**src/rtl/iwpd_pkg.sv**
```systemverilog
// Shared types, constants and helpers for the IR window peak / wall detector.
// Used by iwpd_lane and ir_window_peak_wall_detector; depends on nothing else.
package iwpd_pkg;

  localparam int SAMPLE_W = 12;
  localparam int LEVEL_W  = 3;

  // Stream payload widths
  localparam int IN_DATA_W  = 40;  // 3 x 12 bit samples, padded to whole bytes
  localparam int OUT_DATA_W = 56;  // 4 peaks, 4 wall flags, start, battery level

  // Battery thresholds: sample * 3.3 / 4096 * 3 >= 4, 5, 6, 7 V
  localparam logic [SAMPLE_W-1:0] BAT_T4 = 12'd1655;
  localparam logic [SAMPLE_W-1:0] BAT_T5 = 12'd2069;
  localparam logic [SAMPLE_W-1:0] BAT_T6 = 12'd2483;
  localparam logic [SAMPLE_W-1:0] BAT_T7 = 12'd2897;

  typedef logic [SAMPLE_W-1:0] sample_t;

  typedef enum logic {
    OP_FRONT = 1'b0,
    OP_SIDE  = 1'b1
  } op_e;

  typedef enum logic {
    REG_WALL_THR  = 1'b0,
    REG_START_THR = 1'b1
  } reg_idx_e;

  // Depth of the max tree; at least one registered level.
  function automatic int tree_levels(input int window);
    tree_levels = (window > 1) ? $clog2(window) : 1;
  endfunction

  function automatic logic [LEVEL_W-1:0] battery_grade(input sample_t s);
    logic [LEVEL_W-1:0] n;
    n = {2'b00, s >= BAT_T4} + {2'b00, s >= BAT_T5}
      + {2'b00, s >= BAT_T6} + {2'b00, s >= BAT_T7};
    return n;
  endfunction

endpackage

```
**src/rtl/ir_window_peak_wall_detector.sv**
```systemverilog
// Top level of the four-channel IR window peak / wall detector: stream ports,
// lane instances, merge stage and output register. Depends on iwpd_pkg, iwpd_lane.
//
// Usage:
//  - Input beats on s_axis: tuser selects the pair (0 front pair plus battery,
//    1 side pair), tdata carries left, right and battery samples.
//  - Each accepted beat shifts its pair into two of the four channel windows
//    (front left/right or side left/right) and yields exactly one output beat
//    on m_axis with the four window maxima, the wall flags, the start flag and
//    the battery level of the last front beat.
//  - Config: cfg_we_i writes cfg_wdata_i to the wall (index 0) or start
//    (index 1) threshold; write only while the block is idle.
//  - Throughput: one beat per cycle while the output is not stalled. Path: an
//    accepted beat passes its lane windows, the LEVELS = max(1, clog2(WINDOW))
//    registered levels of the max tree in each lane, then the output register.
//  - Reset clears windows, thresholds, battery reading and all valid bits.
//  - Stall: when the output register is full and m_axis_tready_i is low, the
//    whole pipeline holds and s_axis_tready_o drops; nothing is lost.
module ir_window_peak_wall_detector #(
  parameter int WINDOW = 4
) (
  input  logic                            clk_i,
  input  logic                            rst_ni,
  // input stream
  input  logic                            s_axis_tvalid_i,
  output logic                            s_axis_tready_o,
  // [11:0] left_sample, [23:12] right_sample, [35:24] battery_sample, [39:36] zero
  input  logic [iwpd_pkg::IN_DATA_W-1:0]  s_axis_tdata_i,
  // [0] operation
  input  logic                            s_axis_tuser_i,
  // output stream
  output logic                            m_axis_tvalid_o,
  input  logic                            m_axis_tready_i,
  // [11:0] peak_front_left, [23:12] peak_front_right, [35:24] peak_side_left,
  // [47:36] peak_side_right, [48] wall_front_left, [49] wall_front_right,
  // [50] wall_side_left, [51] wall_side_right, [52] start_ready,
  // [55:53] battery_level
  output logic [iwpd_pkg::OUT_DATA_W-1:0] m_axis_tdata_o,
  // config write port
  input  logic                            cfg_we_i,
  input  logic                            cfg_idx_i,
  input  logic [iwpd_pkg::SAMPLE_W-1:0]   cfg_wdata_i
);
  import iwpd_pkg::*;

  localparam int LEVELS = tree_levels(WINDOW);

  // Pipeline advance: output register empty or being drained
  logic en, in_acc, push_front, push_side;
  logic out_valid_q;
  logic [OUT_DATA_W-1:0] out_data_q, out_data_d;

  sample_t left_s, right_s, bat_s;
  sample_t wall_thr_q, start_thr_q;

  logic [LEVELS:0] vld_q;     // [0]: beat sits in windows, [k]: at tree level k
  sample_t bat_q [LEVELS+1];  // battery reading travelling with each beat

  sample_t pk_fl, pk_fr, pk_sl, pk_sr;
  logic [3:0] wall;
  logic start;
  logic [LEVEL_W-1:0] bat_lvl;

  assign en              = !out_valid_q || m_axis_tready_i;
  assign s_axis_tready_o = en;
  assign in_acc          = s_axis_tvalid_i && en;

  assign left_s  = s_axis_tdata_i[SAMPLE_W-1:0];
  assign right_s = s_axis_tdata_i[2*SAMPLE_W-1:SAMPLE_W];
  assign bat_s   = s_axis_tdata_i[3*SAMPLE_W-1:2*SAMPLE_W];

  assign push_front = in_acc && (op_e'(s_axis_tuser_i) == OP_FRONT);
  assign push_side  = in_acc && (op_e'(s_axis_tuser_i) == OP_SIDE);

  // Threshold registers
  always_ff @(posedge clk_i or negedge rst_ni) begin
    if (!rst_ni) begin
      wall_thr_q  <= '0;
      start_thr_q <= '0;
    end else if (cfg_we_i) begin
      case (reg_idx_e'(cfg_idx_i))
        REG_WALL_THR:  wall_thr_q  <= cfg_wdata_i;
        REG_START_THR: start_thr_q <= cfg_wdata_i;
        default: ;
      endcase
    end
  end

  // Lanes: one per channel
  iwpd_lane #(.WINDOW(WINDOW)) u_lane_fl (
    .clk_i, .rst_ni, .en_i(en), .push_i(push_front), .sample_i(left_s),  .peak_o(pk_fl)
  );
  iwpd_lane #(.WINDOW(WINDOW)) u_lane_fr (
    .clk_i, .rst_ni, .en_i(en), .push_i(push_front), .sample_i(right_s), .peak_o(pk_fr)
  );
  iwpd_lane #(.WINDOW(WINDOW)) u_lane_sl (
    .clk_i, .rst_ni, .en_i(en), .push_i(push_side),  .sample_i(left_s),  .peak_o(pk_sl)
  );
  iwpd_lane #(.WINDOW(WINDOW)) u_lane_sr (
    .clk_i, .rst_ni, .en_i(en), .push_i(push_side),  .sample_i(right_s), .peak_o(pk_sr)
  );

  // Last battery reading is state; later stages just follow the tree
  always_ff @(posedge clk_i or negedge rst_ni) begin
    if (!rst_ni) begin
      for (int k = 0; k <= LEVELS; k++) bat_q[k] <= '0;
    end else begin
      if (push_front) begin
        bat_q[0] <= bat_s;
      end
      if (en) begin
        for (int k = 1; k <= LEVELS; k++) bat_q[k] <= bat_q[k-1];
      end
    end
  end

  always_ff @(posedge clk_i or negedge rst_ni) begin
    if (!rst_ni) begin
      vld_q <= '0;
    end else if (en) begin
      vld_q <= {vld_q[LEVELS-1:0], in_acc};
    end
  end

  // Merge stage: flags and battery grade on the tree roots
  always_comb begin
    wall[0] = pk_fl > wall_thr_q;
    wall[1] = pk_fr > wall_thr_q;
    wall[2] = pk_sl > wall_thr_q;
    wall[3] = pk_sr > wall_thr_q;
    start   = (pk_sl > start_thr_q) && (pk_sr > start_thr_q);
    bat_lvl = battery_grade(bat_q[LEVELS]);
    out_data_d = {bat_lvl, start, wall, pk_sr, pk_sl, pk_fr, pk_fl};
  end

  // Output register
  always_ff @(posedge clk_i or negedge rst_ni) begin
    if (!rst_ni) begin
      out_valid_q <= 1'b0;
    end else if (en) begin
      out_valid_q <= vld_q[LEVELS];
    end
  end

  always_ff @(posedge clk_i) begin
    if (en) begin
      out_data_q <= out_data_d;
    end
  end

  assign m_axis_tvalid_o = out_valid_q;
  assign m_axis_tdata_o  = out_data_q;

endmodule

```
**src/rtl/iwpd_lane.sv**
```systemverilog
// One channel lane: a WINDOW-deep sample shift line and a pipelined max tree.
// Depends on iwpd_pkg.
module iwpd_lane #(
  parameter int WINDOW = 4
) (
  input  logic                      clk_i,
  input  logic                      rst_ni,
  input  logic                      en_i,      // pipeline advance
  input  logic                      push_i,    // shift a new sample in
  input  logic [iwpd_pkg::SAMPLE_W-1:0] sample_i,
  output logic [iwpd_pkg::SAMPLE_W-1:0] peak_o
);
  import iwpd_pkg::*;

  localparam int LEVELS = tree_levels(WINDOW);
  localparam int NPAD   = 1 << LEVELS;
  localparam int NODES  = NPAD - 1;

  sample_t win_q  [WINDOW];
  sample_t leaf   [NPAD];
  sample_t node_q [NODES];

  // Window: newest sample at index 0
  always_ff @(posedge clk_i or negedge rst_ni) begin
    if (!rst_ni) begin
      for (int i = 0; i < WINDOW; i++) win_q[i] <= '0;
    end else if (push_i) begin
      win_q[0] <= sample_i;
      for (int i = 1; i < WINDOW; i++) win_q[i] <= win_q[i-1];
    end
  end

  // Pad to a power of two with zeros (zero never raises a max)
  for (genvar i = 0; i < NPAD; i++) begin : g_leaf
    if (i < WINDOW) begin : g_tap
      assign leaf[i] = win_q[i];
    end else begin : g_pad
      assign leaf[i] = '0;
    end
  end

  // Heap-ordered tree, node n has children 2n+1 and 2n+2; every level registered
  for (genvar n = 0; n < NODES; n++) begin : g_node
    sample_t a, b;
    if (2*n + 1 >= NODES) begin : g_from_leaf
      assign a = leaf[2*n + 1 - NODES];
      assign b = leaf[2*n + 2 - NODES];
    end else begin : g_from_node
      assign a = node_q[2*n + 1];
      assign b = node_q[2*n + 2];
    end
    always_ff @(posedge clk_i) begin
      if (en_i) begin
        node_q[n] <= (a > b) ? a : b;
      end
    end
  end

  assign peak_o = node_q[0];

endmodule

```
**config.mk**
```make
export PLATFORM = sky130hd
export DESIGN_NAME = ir_window_peak_wall_detector
export DESIGN_NICKNAME = d
export VERILOG_FILES = /design/src/rtl/iwpd_pkg.sv /design/src/rtl/ir_window_peak_wall_detector.sv /design/src/rtl/iwpd_lane.sv
export SDC_FILE = /design/constraint.sdc
export NUM_CORES = 1
export LEC_CHECK = 0
export ABC_AREA = 1
export BUFFER_PORTS_ARGS = -buffer_cell sky130_fd_sc_hd__buf_2
export CAP_MARGIN = 5
export CELL_PAD_IN_SITES_DETAIL_PLACEMENT = 1
export CELL_PAD_IN_SITES_GLOBAL_PLACEMENT = 1
export CORE_MARGIN = 2
export CORE_UTILIZATION = 49
export DETAILED_ROUTE_END_ITERATION = 8
export PLACE_DENSITY = 0.85
export SKIP_LAST_GASP = 1
export SLEW_MARGIN = 30
export SYNTH_ARGS = -nofsm -noshare
export SYNTH_HDL_FRONTEND = slang
export SYNTH_SLANG_ARGS = --single-unit
export TNS_END_PERCENT = 10
```
**constraint.sdc**
```tcl
create_clock -name clk_i -period 35.9 [get_ports clk_i]
set_clock_uncertainty 0.05 [all_clocks]
set_input_delay 8.975 -clock clk_i [delete_from_list [all_inputs] [get_ports clk_i]]
set_output_delay 8.975 -clock clk_i [all_outputs]
set_load 0.01 [all_outputs]
```
== Word level (Yosys, flattened, before mapping) ==
Memory sizes are Yosys's and may differ from the RTL's.
Index checks and enable logic that the tools add are counted.
Widths: inputs -> output; s select.

* Memories kept: 4
* Register bits: 312
* Logic and storage cells: 77
* Memory bits (writable): 144
* Output and inout bits: 58

{| class="wikitable"
|+ Memory list
! memory !! depth !! width !! rd ports !! clocked after Yosys merged registers in !! wr ports !! line !! source
|-
| u_lane_fl.node_q || 3 || 12 || 3 || 0 || 3 || iwpd_lane.sv:21 || <nowiki>sample_t node_q [NODES];</nowiki>
|-
| u_lane_fr.node_q || 3 || 12 || 3 || 0 || 3 || iwpd_lane.sv:21 ||
|-
| u_lane_sl.node_q || 3 || 12 || 3 || 0 || 3 || iwpd_lane.sv:21 ||
|-
| u_lane_sr.node_q || 3 || 12 || 3 || 0 || 3 || iwpd_lane.sv:21 ||
|}

* Multiplexer cells: 14
* Reductions and logical operators: 8
* Add/sub/neg operators: 3
* Magnitude comparators: 22
* Bitwise logic cells: 2

{| class="wikitable"
|+ Operators by type and width
! kind !! count
|-
| $gt 12x12->1 || 18
|-
| $mux 12 || 12
|-
| $ge 12x12->1 const B || 3
|-
| $ge 12x11->1 const B || 1
|-
| $logic_and 1x1->1 || 4
|-
| $reduce_and 2->1 || 2
|-
| $add 2x1->3 || 1
|-
| $add 3x1->3 || 1
|-
| $add 1x1->2 || 1
|-
| $mux 1 || 2
|-
| $not 1->1 || 2
|-
| $logic_not 1->1 || 1
|-
| $logic_or 1x1->1 || 1
|}

== Longest topological paths before layout ==
Gate-level depths: netlist of the first run.

* Depth in word-level cells: 4
* Depth in mapped cells: 13
* Mapped depth without buffers: 12

== By module ==
Synthesis of the first run repeated with hierarchy kept, for this count alone.

* Cell total of the unflattened synthesis: 2,480
* Area total of the unflattened synthesis: 24,079.3 µm²

{| class="wikitable"
|+ By module, submodules not included
! module !! instances !! seq. area each (µm²) !! area each (µm²) !! cells an instance
|-
| iwpd_lane || 4 || 2,282.2 || 4,505.6 || 471
|-
| ir_window_peak_wall_detector || 1 || 3,283.1 || 6,057.1 || 596
|}

== Least setup slack after synthesis of the first run ==
OpenSTA, ideal clock, no wires.

* Kind: input-to-output
* Start point: in m_axis_tready_i
* End point: out s_axis_tready_o
* Path buffers: 2
* Arrival time: 14.919 ns
* Setup slack: 11.956 ns
* Required time: 26.875 ns
* Stages: 4
* Cell sequence: inv_1 nand2_2 buf_2 clkbuf_1

* Word-level cells in the longest chain between the ends: 1

{| class="wikitable"
|+ RTL lines
! element !! line !! source
|-
| start: declaration || ir_window_peak_wall_detector.sv:33 || <nowiki>input logic m_axis_tready_i,</nowiki>
|-
| $logic_or 1x1->1 || ir_window_peak_wall_detector.sv:64 || <nowiki>assign en = !out_valid_q || m_axis_tready_i;</nowiki>
|-
| end: declaration || ir_window_peak_wall_detector.sv:26 || <nowiki>output logic s_axis_tready_o,</nowiki>
|}

No other way between the ends.

== Worst setup path in the final report of the first run ==
Same ends and word-level chain as after synthesis.

==> results.toml, run 1 <==
[cells_and_area]
final_cell_area_sq_um = 25800
antenna_cells = 0
drive_gt1_frac = 0.0929
final_nets = 2865
syn_to_final_growth_pct = 11.3

[critical_path]
path_class = "input pin to primary output"
cp-end-kind = "primary output"
startpoint_type = "input pin"
worstReg2RegStart = "u_lane_sl.node_q[0][23]"
worstPathRequired_ns = 26.87
crit_fanout = 66
critical_path_arrival_ns = 9.77
worstSetupStartpoint = "m_axis_tready_i"

[clock_tree]
max-clock-path-buffers = 3
cts-root-buf = "clkbuf_16"
clock_sinks = 456
clk_pin_slew_ns = 0.06
cts_resized = 0
cts_max_level = 2
cts-buffers-inserted = 50
cts_tree = "yes"
insertion_delay_ns = 0.60
cts_hold_buffers = 0
cts_setup_buffers = 0

[drt]
met1Wirelength_um = 26000
drt_iter0_drc = 1246
via_per_inst = 5.42
wl_met3_um = 2200
ant_nets = 0
wl_um = 62700
wire_per_inst_um = 19.4
drc = 17
wl_met2_um = 32300
drt-pass1-iter-count = 7
routed.top_layer = "met4"
vias = 17500

[run]
maxCapViolCount = 0

[place]
placed_cell_area_sq_um = 24200
portBuffers = 112
place.gp.congestion = 0.845
hpwl_um = 44100

[synth]
synthFlopType = "dfrtp_1"
ys_seq_elements = 456
synth_cell_types = 30
synth_area_sq_um = 23200
synth-compound-area-share = 0.0765
synth-xor-area-share = 0
synthTopCellsByArea = "dfrtp_1 (28%), edfxtp_1 (26%), ha_1 (12%), nand2_1 (11%), inv_1 (5.4%)"
synthAdderAreaFrac = 0.118
synth_edf_count = 200
syn_area_per_cell_sq_um = 9.28
synth.area.mux_share = 0.0160
synth_top_family_by_area = "simple AND/OR/NAND/NOR gates"
yosysTopAreaCell = "dfrtp_1"
synth_top_area_frac = 0.276
yosys.area_share.simple = 0.181
yosys_warnings = 0
synth_nets = 2780
synthArstFlopShare = 0.561
syn_inst = 2502
synth.top_cells.by_count = "nand2_1 (681), inv_1 (332), dfrtp_1 (256)"
yosysSeqAreaShare = 0.535
synth.most_common_cell = "nand2_1"

[pwr]
fin_total_pwr_mw = 2.68
p_leak_nw = 13.4
ir_worst_vdd_mv = 0.0477
powerDensity_nw_per_um2 = 104

[timing]
holdWs_ns = 0.408
finalCriticalPeriod_ns = 18.79
relSlewSlack = 0.425
finalCritPeriodShare = 0.524
fmax_mhz = 53.2
report.final.setup_viol = 0
final-hold-violation-count = 0
tightestPinTransition_ns = 0.863
tns_ns = 0
slew_violations = 0
grt_setup_unrepaired = "false"

[global_route]
antenna_found_initial = 0
first_global_vias = 19100
grt_overflow = 0
grt_max_degree = 109
grt.total_usage = 0.258
grt_pass1_wl_um = 101000

[floorplanning]
num_io_pins = 117
start_util = 0.498
die_area_sq_um = 49100
fp.dieH_um = 222
fp.dieW_um = 222
core_area_sq_um = 46700
row_count = 79

[run_status]
violations = "design-rule violations"
status = "finished with violations"

[worst_hold_path]
min_from = "u_lane_sr.node_q[0][0]"
hold_class = "register to register"
## kinds of logic (layout without fill, tap and decap cells)
kind of cell	count (synthesis)	in the layout
and+or+nand+nor	1044	1044
muxes	29	29
buffers and inverters	420	544
DFF	456	456
AOI/OAI and AO/OA	334	334
adders and majority gates	219	219
## layout make-up
type | instances | area (sq um)
tap | 607 | 759
multi-input combinational | 1626 | 9120
fill | 5311 | 20800
inverter | 332 | 1250
sequential | 456 | 12400
clock inverter | 14 | 110
timing repair buffer | 121 | 674
clock buffer | 77 | 1530
## flip-flops by register name (all words and copies together) (netlist names), 24 cells and up
signal and cells:
u_lane_sr.node_q 36, u_lane_sl.g_node.b 24, u_lane_sl.node_q 36, u_lane_sr.g_node.b 24, bat_q 36, m_axis_tdata_o 56, u_lane_fr.g_node.a 24, u_lane_fl.node_q 36
u_lane_fl.g_node.b 24, u_lane_sr.g_node.a 24, u_lane_sl.g_node.a 24, u_lane_fl.g_node.a 24, u_lane_fr.node_q 36, u_lane_fr.g_node.b 24
## critical path: stages
cell     delay, ns
buf_2         0.09
inv_1         0.13
nand2_8       0.29
buf_2         0.27
## metrics by stage
| stage | cells | utilization | setup slack (ns) |
|---|---|---|---|
| 3_3_place_gp | 3140 | 0.518 | 17.10 |
| 3_5_place_dp | 3141 | 0.518 | 17.09 |
| 5_1_grt | 3233 | 0.554 | 17.02 |
| 4_1_cts | 3232 | 0.554 | 17.08 |
| 6_report | 3233 | 0.554 | 17.11 |
| 2_1_floorplan | 2502 | - | 11.96 |
## layer usage
| layer | GRT usage | up-vias |
|---|---|---|
| met1 | 0.311 | 8685 |
| li1 | - | 8373 |
| met4 | 0.0959 | 0 |
| met5 | 0 | - |
| met2 | 0.471 | 344 |
| met3 | 0.0326 | 129 |
## placed cells by master (no fill, tap or decap), types with 4 or more instances in the layout
master,netlist,layout
buf_2,41,111
buf_4,2,4
nand2_1,681,681
o21ai_1,32,32
nor3_1,9,9
dfrtp_1,256,256
edfxtp_1,200,200
clkbuf_8,0,13
nand4_1,23,23
nand3_1,164,163
a21o_1,13,13
ha_1,218,218
mux2_2,17,17
nor2_1,165,165
clkinv_2,0,10
o21ai_0,112,112
mux2_4,12,12
o21a_1,6,6
clkbuf_1,28,12
inv_1,332,332
a21oi_2,11,11
a21oi_1,155,155
clkbuf_16,0,52
## final timing paths
| check | slack (ns) | to | cells past startpoint |
|---|---|---|---|
| max | 17.11 | s_axis_tready_o | 4 |
| min | 0.41 | m_axis_tdata_o[36] | 0 |
| max reg2reg | 33.16 | u_lane_sl.node_q[0][8] | 9 |
| min reg2reg | 0.41 | m_axis_tdata_o[36] | 0 |
| max in group asynchronous | 25.58 | bat_q[32] | 3 |
| min in group asynchronous | 8.32 | start_thr_q[3] | 1 |
## report_power, final
group          total, mW  leakage [nW]  switching [mW]  internal, mW
registers           1.07          5.07           0.202         0.873
clock network      0.513         0.813           0.214         0.299
logic               1.09          7.49           0.708         0.381
total               2.68          13.4            1.12          1.55
Power figures use the tool's default switching activity.
==> run 2: changes to the inputs <==
--- a/config.mk
+++ b/config.mk
@@ -11,9 +11,9 @@
 export CELL_PAD_IN_SITES_DETAIL_PLACEMENT = 1
 export CELL_PAD_IN_SITES_GLOBAL_PLACEMENT = 1
 export CORE_MARGIN = 2
-export CORE_UTILIZATION = 49
+export CORE_UTILIZATION = 44
 export DETAILED_ROUTE_END_ITERATION = 8
-export PLACE_DENSITY = 0.85
+export PLACE_DENSITY = 0.81
 export SKIP_LAST_GASP = 1
 export SLEW_MARGIN = 30
 export SYNTH_ARGS = -nofsm -noshare
==> constraint.sdc (replaced) <==
create_clock -name clk_i -period 16.2 [get_ports clk_i]
set_clock_uncertainty 0.05 [all_clocks]
set_input_delay 4.05 -clock clk_i [delete_from_list [all_inputs] [get_ports clk_i]]
set_output_delay 4.05 -clock clk_i [all_outputs]
set_load 0.01 [all_outputs]
==> results.toml, run 2 (synthesized netlist as in run 1, its figures left out) <==
[run_status]
status = "finished clean"

[cells_and_area]
drive_gt1_frac = 0.0899
final_common_cell = "nand2_1"
fillers = 5978
instances_no_fill = 3313
mostFrequentLayoutCells = "nand2_1 (681), inv_1 (332), dfrtp_1 (256), ha_1 (218), edfxtp_1 (200)"
final_nets = 2863
largest_reg_flops = 56
final_util = 0.495
antenna_cells = 0
syn_to_final_growth_pct = 11.5

[drt]
ant_nets = 0
drt-pass1-iter-count = 5
vias = 17500
drt_iter0_drc = 1043
wire_per_inst_um = 18.5
wl_um = 61200
via_per_inst = 5.28
drc = 0

[global_route]
grt_overflow = 0
grt.total_usage = 0.230
first_global_vias = 18800
grt_max_degree = 119
antenna_found_initial = 1
grt_pass1_wl_um = 98800

[place]
place.gp.congestion = 0.854
portBuffers = 112
placed_cells = 3222
hpwl_um = 45000

[timing]
report.final.setup_viol = 0
tns_ns = 0
holdWs_ns = 0.406
slew_violations = 0
tightestPinTransition_ns = 0.872
grt_setup_unrepaired = "false"
final-hold-violation-count = 0
finalCriticalPeriod_ns = 9.19
relSlewSlack = 0.419
fmax_mhz = 109
finalCritPeriodShare = 0.567

[clock_tree]
max-clock-path-buffers = 3
cts_resized = 0
cts_tree = "yes"
cts_hold_buffers = 0
clk_pin_slew_ns = 0.06
cts_setup_buffers = 0
cts_max_level = 2
cts-root-buf = "clkbuf_16"
insertion_delay_ns = 0.60
cts-buffers-inserted = 49
clock_sinks = 456

[pwr]
ir_worst_vdd_mv = 0.0937
powerDensity_nw_per_um2 = 227
p_leak_nw = 13.3

[critical_path]
cp_cell_sequence = "buf_2 -> inv_1 -> nand2_8 -> buf_2"
path_class = "input pin to primary output"
path_depth = 4
cp-end-kind = "primary output"
startpoint_type = "input pin"
slowest_stage = "nand2_8"
critical_path_arrival_ns = 5.09
crit_family = "buffers and inverters"
rr_worst_depth = 5
critPathMaxStageDelay_ns = 0.46
worst-path-buf-inv = 3
crit_fanout = 113
worstPathRequired_ns = 12.10
critPathMostFrequentCell = "buf_2"

[floorplanning]
start_util = 0.444
core_area_sq_um = 52300
fp.dieW_um = 234
row_count = 84
num_io_pins = 117
die_area_sq_um = 54600
fp.dieH_um = 234

[worst_hold_path]
hold-path-cell-count = 0
hold_class = "register to register"

[run]
maxCapViolCount = 0
[run 2: cell type report]
cell class / instances / area (sq um) / share of cell area
repair buffers: 120 / 666 / 0.0257
flip-flops and latches: 456 / 12400 / 0.479
multi-input cells: 1626 / 9120 / 0.352
clock inverters: 15 / 138 / 0.00532
clock buffers: 76 / 1450 / 0.0560
well taps: 688 / 861 / 0.0332
inverters: 332 / 1250 / 0.0481
[run 2: layer usage]
layer,track usage,share of wire,up-vias
li1,-,-,8366
met1,0.278,0.42,8679
met2,0.416,0.51,313
met3,0.0273,0.032,133
met4,0.0910,0.037,2
met5,0,0.00023,-
[run 2: report_power, final]
part,switching (mW),total (mW),internal (mW)
logic,1.57,2.41,0.839
registers,0.426,2.36,1.93
clock network,0.465,1.11,0.647
total,2.46,5.88,3.42
[run 2: through the flow]
step | cell area (sq um) | setup slack [ns] | power (mW)
after floorplan | 23200 | 2.11 | 3.92
after detailed placement | 24300 | 6.97 | 4.77
final | 25900 | 7.01 | 5.88
after CTS | 25900 | 6.98 | 5.93
after global placement | 24300 | 7.00 | 4.52
after global routing | 25900 | 6.89 | 6.39
[run 2: path summary, 6_finish.rpt]
kind / slack, ns / end / from
setup / recovery: 7.01 / s_axis_tready_o / m_axis_tready_i
setup reg to reg: 13.16 / u_lane_sl.g_node[2].b[5] / m_axis_tvalid_o
hold / removal: 0.41 / m_axis_tdata_o[12] / u_lane_fr.node_q[0][0]
min in group asynchronous: 3.41 / u_lane_sl.g_node[1].b[5] / rst_ni
hold reg to reg: 0.41 / m_axis_tdata_o[12] / u_lane_fr.node_q[0][0]
max in group asynchronous: 10.79 / u_lane_sr.g_node[2].b[8] / rst_ni
[run 2: worst register-to-register path: stages, from the launching register on]
cell and delay (ns):
dfrtp_1 0.44, nand2_8 0.62, nand3_4 0.82, buf_6 0.64, nor2_1 0.29, a21oi_1 0.06
==> run 3: changes to the inputs <==
==> constraint.sdc (replaced) <==
create_clock -name clk_i -period 7.83 [get_ports clk_i]
set_clock_uncertainty 0.05 [all_clocks]
set_input_delay 1.9575 -clock clk_i [delete_from_list [all_inputs] [get_ports clk_i]]
set_output_delay 1.9575 -clock clk_i [all_outputs]
set_load 0.01 [all_outputs]
==> results.toml, run 3 (synthesized netlist as in run 1, its figures left out) <==
[pwr]
powerDensity_nw_per_um2 = 466
fin_total_pwr_mw = 12.1
p_leak_nw = 13.4
ir_worst_vdd_mv = 0.215

[timing]
report.final.setup_viol = 0
finalCriticalPeriod_ns = 4.82
grt_setup_unrepaired = "false"
tightestPinTransition_ns = 0.936
tns_ns = 0
fmax_mhz = 207
fin_ws_ns = 3.01
final-hold-violation-count = 0
slew_violations = 0
relSlewSlack = 0.376
finalCritPeriodShare = 0.616

[place]
place.gp.congestion = 0.870
dp_slack_ns = 3.00
portBuffers = 112
hpwl_um = 43200

[global_route]
grt_max_degree = 158
grt_overflow = 0
grt.total_usage = 0.219
grt_pass1_wl_um = 94900
antenna_found_initial = 2
first_global_vias = 18400

[drt]
drc = 0
vias = 17200
drt_iter0_drc = 972
wire_per_inst_um = 17.7
wl_um = 58700
drt-pass1-iter-count = 5
via_per_inst = 5.19
ant_nets = 0

[worst_hold_path]
hold-path-cell-count = 0
hold_class = "register to register"

[clock_tree]
cts_setup_buffers = 0
cts_max_level = 2
clock_sinks = 456
cts-buffers-inserted = 49
cts_hold_buffers = 0
insertion_delay_ns = 0.60
cts_tree = "yes"
clk_pin_slew_ns = 0.06
cts_resized = 0
cts-root-buf = "clkbuf_16"
max-clock-path-buffers = 3

[floorplanning]
core_area_sq_um = 52300
fp.dieW_um = 234
fp.dieH_um = 234
row_count = 84
start_util = 0.444
die_area_sq_um = 54600
num_io_pins = 117

[critical_path]
critical_path_arrival_ns = 2.82
path_class = "input pin to primary output"
startpoint_type = "input pin"
rr_worst_depth = 5
crit_fanout = 77
worstPathRequired_ns = 5.82
cp-end-kind = "primary output"

[cells_and_area]
antenna_cells = 0
final_nets = 2863
syn_to_final_growth_pct = 11.7
mostFrequentLayoutCells = "nand2_1 (681), inv_1 (332), dfrtp_1 (256), ha_1 (218), edfxtp_1 (200)"
largest_reg_flops = 56
drive_gt1_frac = 0.0914
final_common_cell = "nand2_1"
fillers = 6025
final_util = 0.495

[run_status]
status = "finished clean"

[run]
maxCapViolCount = 0
run 3: worst max-delay path, stage by stage:
cell	delay, ns
buf_2	0.10
inv_1	0.13
nand2_8	0.34
buf_2	0.29
run 3: cell type report:
cell class                      count  area [sq um]  area share
Inverter                          332          1250      0.0481
Sequential cell                   456         12400       0.479
Timing Repair Buffer              120           679      0.0262
Multi-Input combinational cell   1626          9120       0.352
Tap cell                          688           861      0.0332
Clock inverter                     24           223     0.00859
Clock buffer                       68          1390      0.0536
run 3: worst paths after layout:
path	start	to	slack, ns
min in group asynchronous	rst_ni	u_lane_sl.g_node[1].b[5]	1.31
worst max-delay path	m_axis_tready_i	s_axis_tready_o	3.01
worst min-delay path	u_lane_sr.node_q[0][0]	m_axis_tdata_o[36]	0.40
worst max register to register	m_axis_tvalid_o	u_lane_fl.g_node[2].a[5]	5.07
worst min register to register	u_lane_sr.node_q[0][0]	m_axis_tdata_o[36]	0.40
max in group asynchronous	rst_ni	u_lane_fr.g_node[2].b[4]	5.02
run 3: per-stage QoR:
| stage | instances | hold slack, ns | instance area (sq um) |
|---|---|---|---|
| floorplan | 2502 | 0.370 | 23200 |
| global placement | 3220 | 0.390 | 24300 |
| detailed placement | 3220 | 0.396 | 24300 |
| CTS | 3312 | 0.411 | 25900 |
| global route | 3314 | 0.418 | 25900 |
| finish | 3314 | 0.403 | 25900 |
run 3: per-layer routing:
layer	wire length, um	up-vias	track usage	share of wire
met1	24600	8435	0.263	0.42
met4	2150	4	0.0888	0.037
met3	2120	126	0.0317	0.036
met5	22	-	0	0.00037
li1	-	8363	-	-
met2	29800	281	0.392	0.51
run 3: power breakdown:
group	internal [mW]	switching [mW]
Sequential	4.00	0.879
Combinational	1.74	3.14
Clock	1.37	0.963
Total	7.11	4.98
